--- src/sv/sthc_pkg.sv ---
package sthc_pkg;

    // Fixed field widths
    localparam int SAMPLE_W = 32;
    localparam int MAX_W    = 31;
    localparam int CH_W     = 8;
    localparam int NLO_W    = 3;
    localparam int SEG_W    = 3;

    // Configuration port
    localparam int CFG_IDX_W  = 1;
    localparam int CFG_DATA_W = MAX_W;

    // Defaults
    localparam int               COLOR_BITS_DEF = 8;
    localparam logic [MAX_W-1:0] MAX_RESET      = MAX_W'(65536);
    localparam logic [CH_W-1:0]  CH_FULL        = {CH_W{1'b1}};
    localparam logic [CH_W-1:0]  CH_ZERO        = '0;

    // Register indexes
    typedef enum logic [CFG_IDX_W-1:0] {
        REG_MAX_VALUE = 1'b0,
        REG_ABS_INPUT = 1'b1
    } t_reg_idx;

    // Range flag codes
    typedef enum logic [1:0] {
        RANGE_OK    = 2'd0,
        RANGE_BLACK = 2'd1,
        RANGE_CLAMP = 2'd2
    } t_range;

endpackage

--- src/sv/sthc_front.sv ---
module sthc_front import sthc_pkg::*; (
    input  logic                i_clk,
    input  logic                i_rst_n,
    // upstream side
    input  logic                i_valid,
    output logic                o_ready,
    input  logic [SAMPLE_W-1:0] i_sample,
    input  logic [MAX_W-1:0]    i_max_value,
    input  logic                i_abs_input,
    // toward the first divider cell
    output logic                o_valid,
    input  logic                i_ready,
    output t_range              o_flag,
    output logic [MAX_W-1:0]    o_m,
    output logic [MAX_W-1:0]    o_rem,
    output logic [NLO_W-1:0]    o_nlo
);

    // stage A: magnitude
    logic                r_a_valid;
    logic                r_a_neg;
    logic [SAMPLE_W-1:0] r_a_mag;
    logic [MAX_W-1:0]    r_a_m;
    logic                a_ready;
    logic                n_a_neg;
    logic [SAMPLE_W-1:0] n_a_mag;

    // stage B: range check and scaled distance to max
    logic                r_b_valid;
    t_range              r_b_flag;
    logic [MAX_W-1:0]    r_b_m;
    logic [MAX_W-1:0]    r_b_rem;
    logic [NLO_W-1:0]    r_b_nlo;
    logic                b_ready;
    t_range              n_b_flag;
    logic [SAMPLE_W-1:0] b_diff;
    logic [MAX_W+1:0]    b_n;

    assign o_ready = a_ready;
    assign a_ready = !r_a_valid || b_ready;
    assign b_ready = !r_b_valid || i_ready;

    // absolute value when abs_input is set; the most negative sample gives 2^31 exactly
    always_comb begin
        n_a_neg = i_sample[SAMPLE_W-1] && !i_abs_input;
        if (i_abs_input && i_sample[SAMPLE_W-1]) begin
            n_a_mag = ~i_sample + SAMPLE_W'(1);
        end else begin
            n_a_mag = i_sample;
        end
    end

    always_ff @(posedge i_clk) begin
        if (!i_rst_n) begin
            r_a_valid <= 1'b0;
        end else if (a_ready) begin
            r_a_valid <= i_valid;
        end
    end

    always_ff @(posedge i_clk) begin
        if (i_valid && a_ready) begin
            r_a_neg <= n_a_neg;
            r_a_mag <= n_a_mag;
            r_a_m   <= i_max_value;
        end
    end

    // n = 4*(m - s); divider starts from n/8 and feeds the low three bits
    always_comb begin
        b_diff = {1'b0, r_a_m} - r_a_mag;
        b_n    = {b_diff[MAX_W-1:0], 2'b00};
        if (r_a_m == '0 || r_a_neg) begin
            n_b_flag = RANGE_BLACK;
        end else if (r_a_mag > {1'b0, r_a_m}) begin
            n_b_flag = RANGE_CLAMP;
        end else begin
            n_b_flag = RANGE_OK;
        end
    end

    always_ff @(posedge i_clk) begin
        if (!i_rst_n) begin
            r_b_valid <= 1'b0;
        end else if (b_ready) begin
            r_b_valid <= r_a_valid;
        end
    end

    always_ff @(posedge i_clk) begin
        if (r_a_valid && b_ready) begin
            r_b_flag <= n_b_flag;
            r_b_m    <= r_a_m;
            r_b_rem  <= {1'b0, b_n[MAX_W+1:NLO_W]};
            r_b_nlo  <= b_n[NLO_W-1:0];
        end
    end

    assign o_valid = r_b_valid;
    assign o_flag  = r_b_flag;
    assign o_m     = r_b_m;
    assign o_rem   = r_b_rem;
    assign o_nlo   = r_b_nlo;

endmodule

--- src/sv/sthc_cell.sv ---
module sthc_cell import sthc_pkg::*; #(
    parameter int COLOR_BITS = COLOR_BITS_DEF
) (
    input  logic                   i_clk,
    input  logic                   i_rst_n,
    input  logic                   i_valid,
    output logic                   o_ready,
    input  t_range                 i_flag,
    input  logic [MAX_W-1:0]       i_m,
    input  logic [MAX_W-1:0]       i_rem,
    input  logic [NLO_W-1:0]       i_nlo,
    input  logic [COLOR_BITS+2:0]  i_quo,
    output logic                   o_valid,
    input  logic                   i_ready,
    output t_range                 o_flag,
    output logic [MAX_W-1:0]       o_m,
    output logic [MAX_W-1:0]       o_rem,
    output logic [NLO_W-1:0]       o_nlo,
    output logic [COLOR_BITS+2:0]  o_quo
);

    localparam int QW = COLOR_BITS + SEG_W;

    logic             r_valid;
    t_range           r_flag;
    logic [MAX_W-1:0] r_m;
    logic [MAX_W-1:0] r_rem;
    logic [NLO_W-1:0] r_nlo;
    logic [QW-1:0]    r_quo;
    logic [MAX_W:0]   part;
    logic [MAX_W:0]   diff;
    logic             q_bit;
    logic [MAX_W-1:0] n_rem;

    assign o_ready = !r_valid || i_ready;

    // one restoring step: shift in next dividend bit, subtract if it fits
    always_comb begin
        part  = {i_rem, i_nlo[NLO_W-1]};
        diff  = part - {1'b0, i_m};
        q_bit = part >= {1'b0, i_m};
        n_rem = q_bit ? diff[MAX_W-1:0] : part[MAX_W-1:0];
    end

    always_ff @(posedge i_clk) begin
        if (!i_rst_n) begin
            r_valid <= 1'b0;
        end else if (o_ready) begin
            r_valid <= i_valid;
        end
    end

    always_ff @(posedge i_clk) begin
        if (i_valid && o_ready) begin
            r_flag <= i_flag;
            r_m    <= i_m;
            r_rem  <= n_rem;
            r_nlo  <= {i_nlo[NLO_W-2:0], 1'b0};
            r_quo  <= {i_quo[QW-2:0], q_bit};
        end
    end

    assign o_valid = r_valid;
    assign o_flag  = r_flag;
    assign o_m     = r_m;
    assign o_rem   = r_rem;
    assign o_nlo   = r_nlo;
    assign o_quo   = r_quo;

    // partial remainder stays below the divisor for in-range items
    a_rem_below_max: assert property (@(posedge i_clk) disable iff (!i_rst_n)
        (r_valid && r_flag == RANGE_OK) |-> (r_rem < r_m))
        else $error("divider cell remainder not below max");

endmodule

--- src/sv/sthc_back.sv ---
module sthc_back import sthc_pkg::*; #(
    parameter int COLOR_BITS = COLOR_BITS_DEF
) (
    input  logic                  i_clk,
    input  logic                  i_rst_n,
    input  logic                  i_valid,
    output logic                  o_ready,
    input  t_range                i_flag,
    input  logic [COLOR_BITS+2:0] i_quo,
    output logic                  o_valid,
    input  logic                  i_ready,
    output logic [CH_W-1:0]       o_red,
    output logic [CH_W-1:0]       o_green,
    output logic [CH_W-1:0]       o_blue,
    output t_range                o_flag
);

    localparam int RW = COLOR_BITS + CH_W + 1;
    localparam logic [RW-1:0] ROUND = RW'(1) << (COLOR_BITS - 1);
    localparam logic [COLOR_BITS:0] ONE_K = (COLOR_BITS + 1)'(1) << COLOR_BITS;

    // hue segments, red end first
    localparam logic [SEG_W-1:0] SEG_GREEN_UP  = 3'd0;
    localparam logic [SEG_W-1:0] SEG_RED_DOWN  = 3'd1;
    localparam logic [SEG_W-1:0] SEG_BLUE_UP   = 3'd2;
    localparam logic [SEG_W-1:0] SEG_GREEN_DN  = 3'd3;

    logic                  r_valid;
    logic [CH_W-1:0]       r_red;
    logic [CH_W-1:0]       r_green;
    logic [CH_W-1:0]       r_blue;
    t_range                r_flag;
    logic [SEG_W-1:0]      seg;
    logic [COLOR_BITS-1:0] fq;
    logic [COLOR_BITS:0]   kq;
    logic [RW-1:0]         t_sum;
    logic [RW-1:0]         q_sum;
    logic [CH_W-1:0]       t_ch;
    logic [CH_W-1:0]       q_ch;
    logic [CH_W-1:0]       n_red;
    logic [CH_W-1:0]       n_green;
    logic [CH_W-1:0]       n_blue;

    assign o_ready = !r_valid || i_ready;

    // ramps: (k*255 + half) >> COLOR_BITS, k*255 as k*256 - k
    always_comb begin
        seg   = i_quo[COLOR_BITS+SEG_W-1:COLOR_BITS];
        fq    = i_quo[COLOR_BITS-1:0];
        kq    = ONE_K - {1'b0, fq};
        t_sum = ({{(CH_W+1){1'b0}}, fq} << CH_W) - {{(CH_W+1){1'b0}}, fq} + ROUND;
        q_sum = ({{CH_W{1'b0}}, kq} << CH_W) - {{CH_W{1'b0}}, kq} + ROUND;
        t_ch  = t_sum[COLOR_BITS +: CH_W];
        q_ch  = q_sum[COLOR_BITS +: CH_W];
    end

    // channel select per segment and range case
    always_comb begin
        n_red   = CH_ZERO;
        n_green = CH_ZERO;
        n_blue  = CH_ZERO;
        case (i_flag)
            RANGE_BLACK: begin
            end
            RANGE_CLAMP: begin
                n_red = CH_FULL;
            end
            default: begin
                case (seg)
                    SEG_GREEN_UP: begin
                        n_red   = CH_FULL;
                        n_green = t_ch;
                    end
                    SEG_RED_DOWN: begin
                        n_red   = q_ch;
                        n_green = CH_FULL;
                    end
                    SEG_BLUE_UP: begin
                        n_green = CH_FULL;
                        n_blue  = t_ch;
                    end
                    SEG_GREEN_DN: begin
                        n_green = q_ch;
                        n_blue  = CH_FULL;
                    end
                    default: begin
                        n_red  = t_ch;
                        n_blue = CH_FULL;
                    end
                endcase
            end
        endcase
    end

    always_ff @(posedge i_clk) begin
        if (!i_rst_n) begin
            r_valid <= 1'b0;
        end else if (o_ready) begin
            r_valid <= i_valid;
        end
    end

    always_ff @(posedge i_clk) begin
        if (i_valid && o_ready) begin
            r_red   <= n_red;
            r_green <= n_green;
            r_blue  <= n_blue;
            r_flag  <= i_flag;
        end
    end

    assign o_valid = r_valid;
    assign o_red   = r_red;
    assign o_green = r_green;
    assign o_blue  = r_blue;
    assign o_flag  = r_flag;

    a_black: assert property (@(posedge i_clk) disable iff (!i_rst_n)
        (r_valid && r_flag == RANGE_BLACK) |->
        (r_red == CH_ZERO && r_green == CH_ZERO && r_blue == CH_ZERO))
        else $error("black item has a lit channel");

    a_clamp: assert property (@(posedge i_clk) disable iff (!i_rst_n)
        (r_valid && r_flag == RANGE_CLAMP) |->
        (r_red == CH_FULL && r_green == CH_ZERO && r_blue == CH_ZERO))
        else $error("clamped item is not pure red");

    a_full_sat: assert property (@(posedge i_clk) disable iff (!i_rst_n)
        (r_valid && r_flag == RANGE_OK) |->
        (r_red == CH_FULL || r_green == CH_FULL || r_blue == CH_FULL))
        else $error("in-range item has no full channel");

    a_seg_range: assert property (@(posedge i_clk) disable iff (!i_rst_n)
        (i_valid && i_flag == RANGE_OK) |-> (seg <= SEG_W'(4)))
        else $error("hue segment out of range");

endmodule

--- src/sv/scalar_to_heat_color_top.sv ---
// Channel   Direction  Width            Contents
// s_axis    in         tdata 32         sample_value (signed Q16.16)
// m_axis    out        tdata 24, tuser 2  red, green, blue / range_flag
// cfg       in         idx 1, data 31   0: max_value, 1: abs_input
//
// One item per clock sustained while the output does not stall.
// The quotient 4*(max - sample)/max is formed by a row of
// COLOR_BITS + 3 restoring-divider cells, one quotient bit per cell.
// Every stage holds its own valid bit and fills bubbles when the output stalls.
// Reset is synchronous, active low: clears all valid bits, sets max_value to 1.0 and abs_input to 0.
module scalar_to_heat_color_top import sthc_pkg::*; #(
    parameter int COLOR_BITS = COLOR_BITS_DEF
) (
    input  logic                  i_clk,
    input  logic                  i_rst_n,
    input  logic                  s_axis_tvalid,
    output logic                  s_axis_tready,
    input  logic [SAMPLE_W-1:0]   s_axis_tdata,   // [31:0] sample_value
    output logic                  m_axis_tvalid,
    input  logic                  m_axis_tready,
    output logic [3*CH_W-1:0]     m_axis_tdata,   // [7:0] red, [15:8] green, [23:16] blue
    output logic [1:0]            m_axis_tuser,   // [1:0] range_flag
    input  logic                  i_cfg_we,
    input  logic [CFG_IDX_W-1:0]  i_cfg_idx,
    input  logic [CFG_DATA_W-1:0] i_cfg_data
);

    localparam int QW = COLOR_BITS + SEG_W;

    logic [MAX_W-1:0] r_max_value;
    logic             r_abs_input;

    logic             w_valid [QW+1];
    logic             w_ready [QW+1];
    t_range           w_flag  [QW+1];
    logic [MAX_W-1:0] w_m     [QW+1];
    logic [MAX_W-1:0] w_rem   [QW+1];
    logic [NLO_W-1:0] w_nlo   [QW+1];
    logic [QW-1:0]    w_quo   [QW+1];

    logic [CH_W-1:0]  red;
    logic [CH_W-1:0]  green;
    logic [CH_W-1:0]  blue;
    t_range           out_flag;

    // configuration registers
    always_ff @(posedge i_clk) begin
        if (!i_rst_n) begin
            r_max_value <= MAX_RESET;
            r_abs_input <= 1'b0;
        end else if (i_cfg_we) begin
            case (t_reg_idx'(i_cfg_idx))
                REG_MAX_VALUE: r_max_value <= i_cfg_data;
                REG_ABS_INPUT: r_abs_input <= i_cfg_data[0];
                default: begin
                end
            endcase
        end
    end

    sthc_front u_front (
        .i_clk       (i_clk),
        .i_rst_n     (i_rst_n),
        .i_valid     (s_axis_tvalid),
        .o_ready     (s_axis_tready),
        .i_sample    (s_axis_tdata),
        .i_max_value (r_max_value),
        .i_abs_input (r_abs_input),
        .o_valid     (w_valid[0]),
        .i_ready     (w_ready[0]),
        .o_flag      (w_flag[0]),
        .o_m         (w_m[0]),
        .o_rem       (w_rem[0]),
        .o_nlo       (w_nlo[0])
    );

    assign w_quo[0] = '0;

    // divider row
    for (genvar gi = 0; gi < QW; gi++) begin : g_cell
        sthc_cell #(.COLOR_BITS(COLOR_BITS)) u_cell (
            .i_clk   (i_clk),
            .i_rst_n (i_rst_n),
            .i_valid (w_valid[gi]),
            .o_ready (w_ready[gi]),
            .i_flag  (w_flag[gi]),
            .i_m     (w_m[gi]),
            .i_rem   (w_rem[gi]),
            .i_nlo   (w_nlo[gi]),
            .i_quo   (w_quo[gi]),
            .o_valid (w_valid[gi+1]),
            .i_ready (w_ready[gi+1]),
            .o_flag  (w_flag[gi+1]),
            .o_m     (w_m[gi+1]),
            .o_rem   (w_rem[gi+1]),
            .o_nlo   (w_nlo[gi+1]),
            .o_quo   (w_quo[gi+1])
        );
    end

    sthc_back #(.COLOR_BITS(COLOR_BITS)) u_back (
        .i_clk   (i_clk),
        .i_rst_n (i_rst_n),
        .i_valid (w_valid[QW]),
        .o_ready (w_ready[QW]),
        .i_flag  (w_flag[QW]),
        .i_quo   (w_quo[QW]),
        .o_valid (m_axis_tvalid),
        .i_ready (m_axis_tready),
        .o_red   (red),
        .o_green (green),
        .o_blue  (blue),
        .o_flag  (out_flag)
    );

    assign m_axis_tdata = {blue, green, red};
    assign m_axis_tuser = out_flag;

endmodule

--- config.mk ---
export PLATFORM = sky130hd
export DESIGN_NAME = scalar_to_heat_color_top
export DESIGN_NICKNAME = d
export VERILOG_FILES = /design/src/sv/sthc_pkg.sv /design/src/sv/sthc_front.sv /design/src/sv/sthc_cell.sv /design/src/sv/sthc_back.sv /design/src/sv/scalar_to_heat_color_top.sv
export SDC_FILE = /design/constraint.sdc
export NUM_CORES = 2
export LEC_CHECK = 0
export ABC_AREA = 0
export ABC_CLOCK_PERIOD_IN_PS = 8600
export BUFFER_PORTS_ARGS = -buffer_cell sky130_fd_sc_hd__buf_4
export CORE_AREA = 10 10 291 405
export DETAILED_ROUTE_END_ITERATION = 16
export DIE_AREA = 0 0 301 415
export HOLD_SLACK_MARGIN = 0.05
export PLACE_DENSITY_LB_ADDON = 0.1
export SLEW_MARGIN = 10
export SYNTH_ARGS = -nofsm -noshare
export SYNTH_HDL_FRONTEND = slang
export SYNTH_HIERARCHICAL = 1
export SYNTH_SLANG_ARGS = --single-unit
--- constraint.sdc ---
create_clock -name i_clk -period 8.6 [get_ports i_clk]
set_clock_uncertainty 0.1 [all_clocks]
set_input_delay 2.58 -clock i_clk [delete_from_list [all_inputs] [get_ports i_clk]]
set_output_delay 2.58 -clock i_clk [all_outputs]
set_load 0.02 [all_outputs]
==> results.sh <==
export IMPL_drv_slew=0
export IMPL_hold_viol=0
export IMPL_ys_warn_count=6
export IMPL_ir_worst_vdd_v=0.000166
export IMPL_die_x_um=301
export IMPL_vias=37628
export IMPL_cts_buffers=96
export IMPL_r2r_slack_ps=4090
export IMPL_drive_gt1_share_pct=9.82
export IMPL_outcome="completed"
export IMPL_top_layer="met4"
export IMPL_holdPathStages=0
export IMPL_grt_pass1_wl_mm=202
export IMPL_cp_start_kind="input pin"
export IMPL_wl_met1_mm=39.1
export IMPL_fmax_mhz=125
export IMPL_powerDensity_nw_per_um2=167
export IMPL_drt_iter0_markers=1849
export IMPL_r2r_worst_path_cells=11
export IMPL_hpwl_mm=106
export IMPL_critPathCaptureType="primary output"
export IMPL_ctsHoldBuffers=0
export IMPL_io_buffers=96
export IMPL_first_pass_iters=5
export IMPL_fin_setup_tns_ps=0
export IMPL_syn2layout_area_growth_pct=8.96
export IMPL_tightest_slew_ps=1150
export IMPL_routed_wl_mm=131
export IMPL_rsz0062_at_grt="no"
export IMPL_die_h_um=415
export IMPL_ant_nets=0
export IMPL_core_area_sq_um=110000
export IMPL_antenna_found_initial=0
export IMPL_netlist_instances=5146
export IMPL_gp_congestion=0.923
export IMPL_hold_class="flip-flop to flip-flop"
export IMPL_hp_start="g_cell[9].u_cell/o_quo[2]$_DFFE_PP_"
export IMPL_die_area_sq_um=125000
export IMPL_period_needed_ps=7980
export IMPL_met3_length_mm=3.02
export IMPL_worstPathMaxFanout=4
export IMPL_final_common_cell="edfxtp_1"
export IMPL_rows=144
export IMPL_cts_root_buf="clkbuf_16"
export IMPL_clk_pin_slew_ps=60
export IMPL_required_ps=5920
export IMPL_cts_sinks=927
export IMPL_htreeDepth=3
export IMPL_grt_max_degree=77
export IMPL_dr_wl_met2_mm=78.0
export IMPL_fin_crit_sh_pct=92.8
export IMPL_holdWs_ps=316
export IMPL_drc_errors=0
export IMPL_crit_start="m_axis_tready"
export IMPL_ctsResizeCount=0
export IMPL_maxCapViolCount=0
export IMPL_min_to="g_cell[10].u_cell/o_quo[3]$_DFFE_PP_"
export IMPL_ioPinCount=97
export IMPL_r2r_start="g_cell[1].u_cell/o_rem[19]$_DFFE_PP_"
export IMPL_power_leakage_nw=24.2
export IMPL_num_nets_final=5707
export IMPL_arrival_ps=5300
export IMPL_n_antenna_cell=0
export IMPL_grt_util_all_layers_pct=20.6
export IMPL_grt_pass1_vias=38971
export IMPL_max_slew_margin_rel_pct=23.7
export IMPL_vias_per_cell=5.57
export IMPL_start_util_pct=50.5
export IMPL_syn_area_per_cell_sq_um=10.8
export IMPL_timing_rr_end="g_cell[2].u_cell/o_rem[30]$_DFFE_PP_"
export IMPL_worstSetupPathType="input pin to primary output"
export IMPL_cts_setup_buffers=0
export IMPL_clock_latency_ps=700
export IMPL_wl_per_cell_um=19.3
export IMPL_layout_common_cells="edfxtp_1 (881), inv_1 (510), a21oi_1 (443), nand2_1 (424), ha_1 (407)"
export IMPL_setup_viol=0
export IMPL_ctsLongestPathBuffers=3
export IMPL_grt_overflow=0
export IMPL_syn_area_sq_um=55500
export IMPL_tritoncts="yes"
[registers in the layout, indices dropped and copies added (netlist names), 2 cells and up]
| register | count |
|---|---|
| g_cell.u_cell/o_valid | 11 |
| u_front/o_m | 31 |
| u_back/o_red | 8 |
| u_back/o_green | 8 |
| u_front/r_a_m | 31 |
| u_front/o_rem | 30 |
| u_front/o_flag | 2 |
| u_back/o_blue | 8 |
| u_front/r_a_mag | 32 |
| g_cell.u_cell/o_flag | 22 |
| g_cell.u_cell/o_m | 310 |
| g_cell.u_cell/o_rem | 310 |
| g_cell.u_cell/o_quo | 66 |
| r_max_value | 31 |
| g_cell.u_cell/o_nlo | 19 |
| u_back/o_flag | 2 |
[critical path, cell delays in order]
cell and delay (ps):
buf_4 100, nand2b_1 150, nand2b_1 170, nand2b_1 180, nand2b_1 170, nand2b_1 180
nand2b_1 170, nand2b_1 170, nand2b_1 170, nand2b_1 180, nand2b_1 180, nand2b_1 190
nand2b_1 200, nor2b_1 130, buf_4 150, nand2_1 70, buf_4 160
[through the flow]
| step | setup slack (ps) | util [%] | instance area, sq um | instances | power [mW] |
|---|---|---|---|---|---|
| 2_1_floorplan | 1120 | - | 55500 | 5148 | 5.79 |
| 3_3_place_gp | 654 | 52.1 | 57300 | 6581 | 6.04 |
| 3_5_place_dp | 690 | 52.1 | 57300 | 6581 | 6.05 |
| 4_1_cts | 630 | 55.0 | 60400 | 6758 | 10.2 |
| 5_1_grt | 427 | 55.0 | 60400 | 6758 | 10.5 |
| 6_report | 617 | 55.0 | 60400 | 6758 | 10.1 |
[power breakdown]
group          internal [mW]  switching [mW]  total, mW  leakage [nW]
clock                   2.38            1.75       4.13          1.52
combinational          0.332           0.540      0.872          14.2
sequential              5.02          0.0597       5.08          8.42
total                   7.74            2.35       10.1          24.2
[how the worst max path moves through the flow]
stage	end	slack, ps	cells past startpoint
final	s_axis_tready	620	17
after global routing	s_axis_tready	430	17
after CTS	s_axis_tready	630	17
after detailed placement	s_axis_tready	690	17
after global placement	s_axis_tready	650	17
after floorplan	u_front/o_flag[0]$_SDFFCE_PP1P_	1120	14
[routing by layer]
layer / global-route usage (%) / vias up
li1: - / 18853
met1: 15.6 / 17667
met2: 44.0 / 684
met3: 2.17 / 424
met4: 15.9 / 0
met5: 0 / -
[final cells by class]
type / instances / area, sq um
fill: 9700 / 49500
sequential: 927 / 27400
multi-input combinational: 3552 / 25200
clock buffer: 129 / 2570
inverter: 521 / 1960
tap: 1460 / 1830
timing repair buffer: 121 / 908
clock inverter: 48 / 571
No activity file was read; power rests on OpenSTA's default activity.
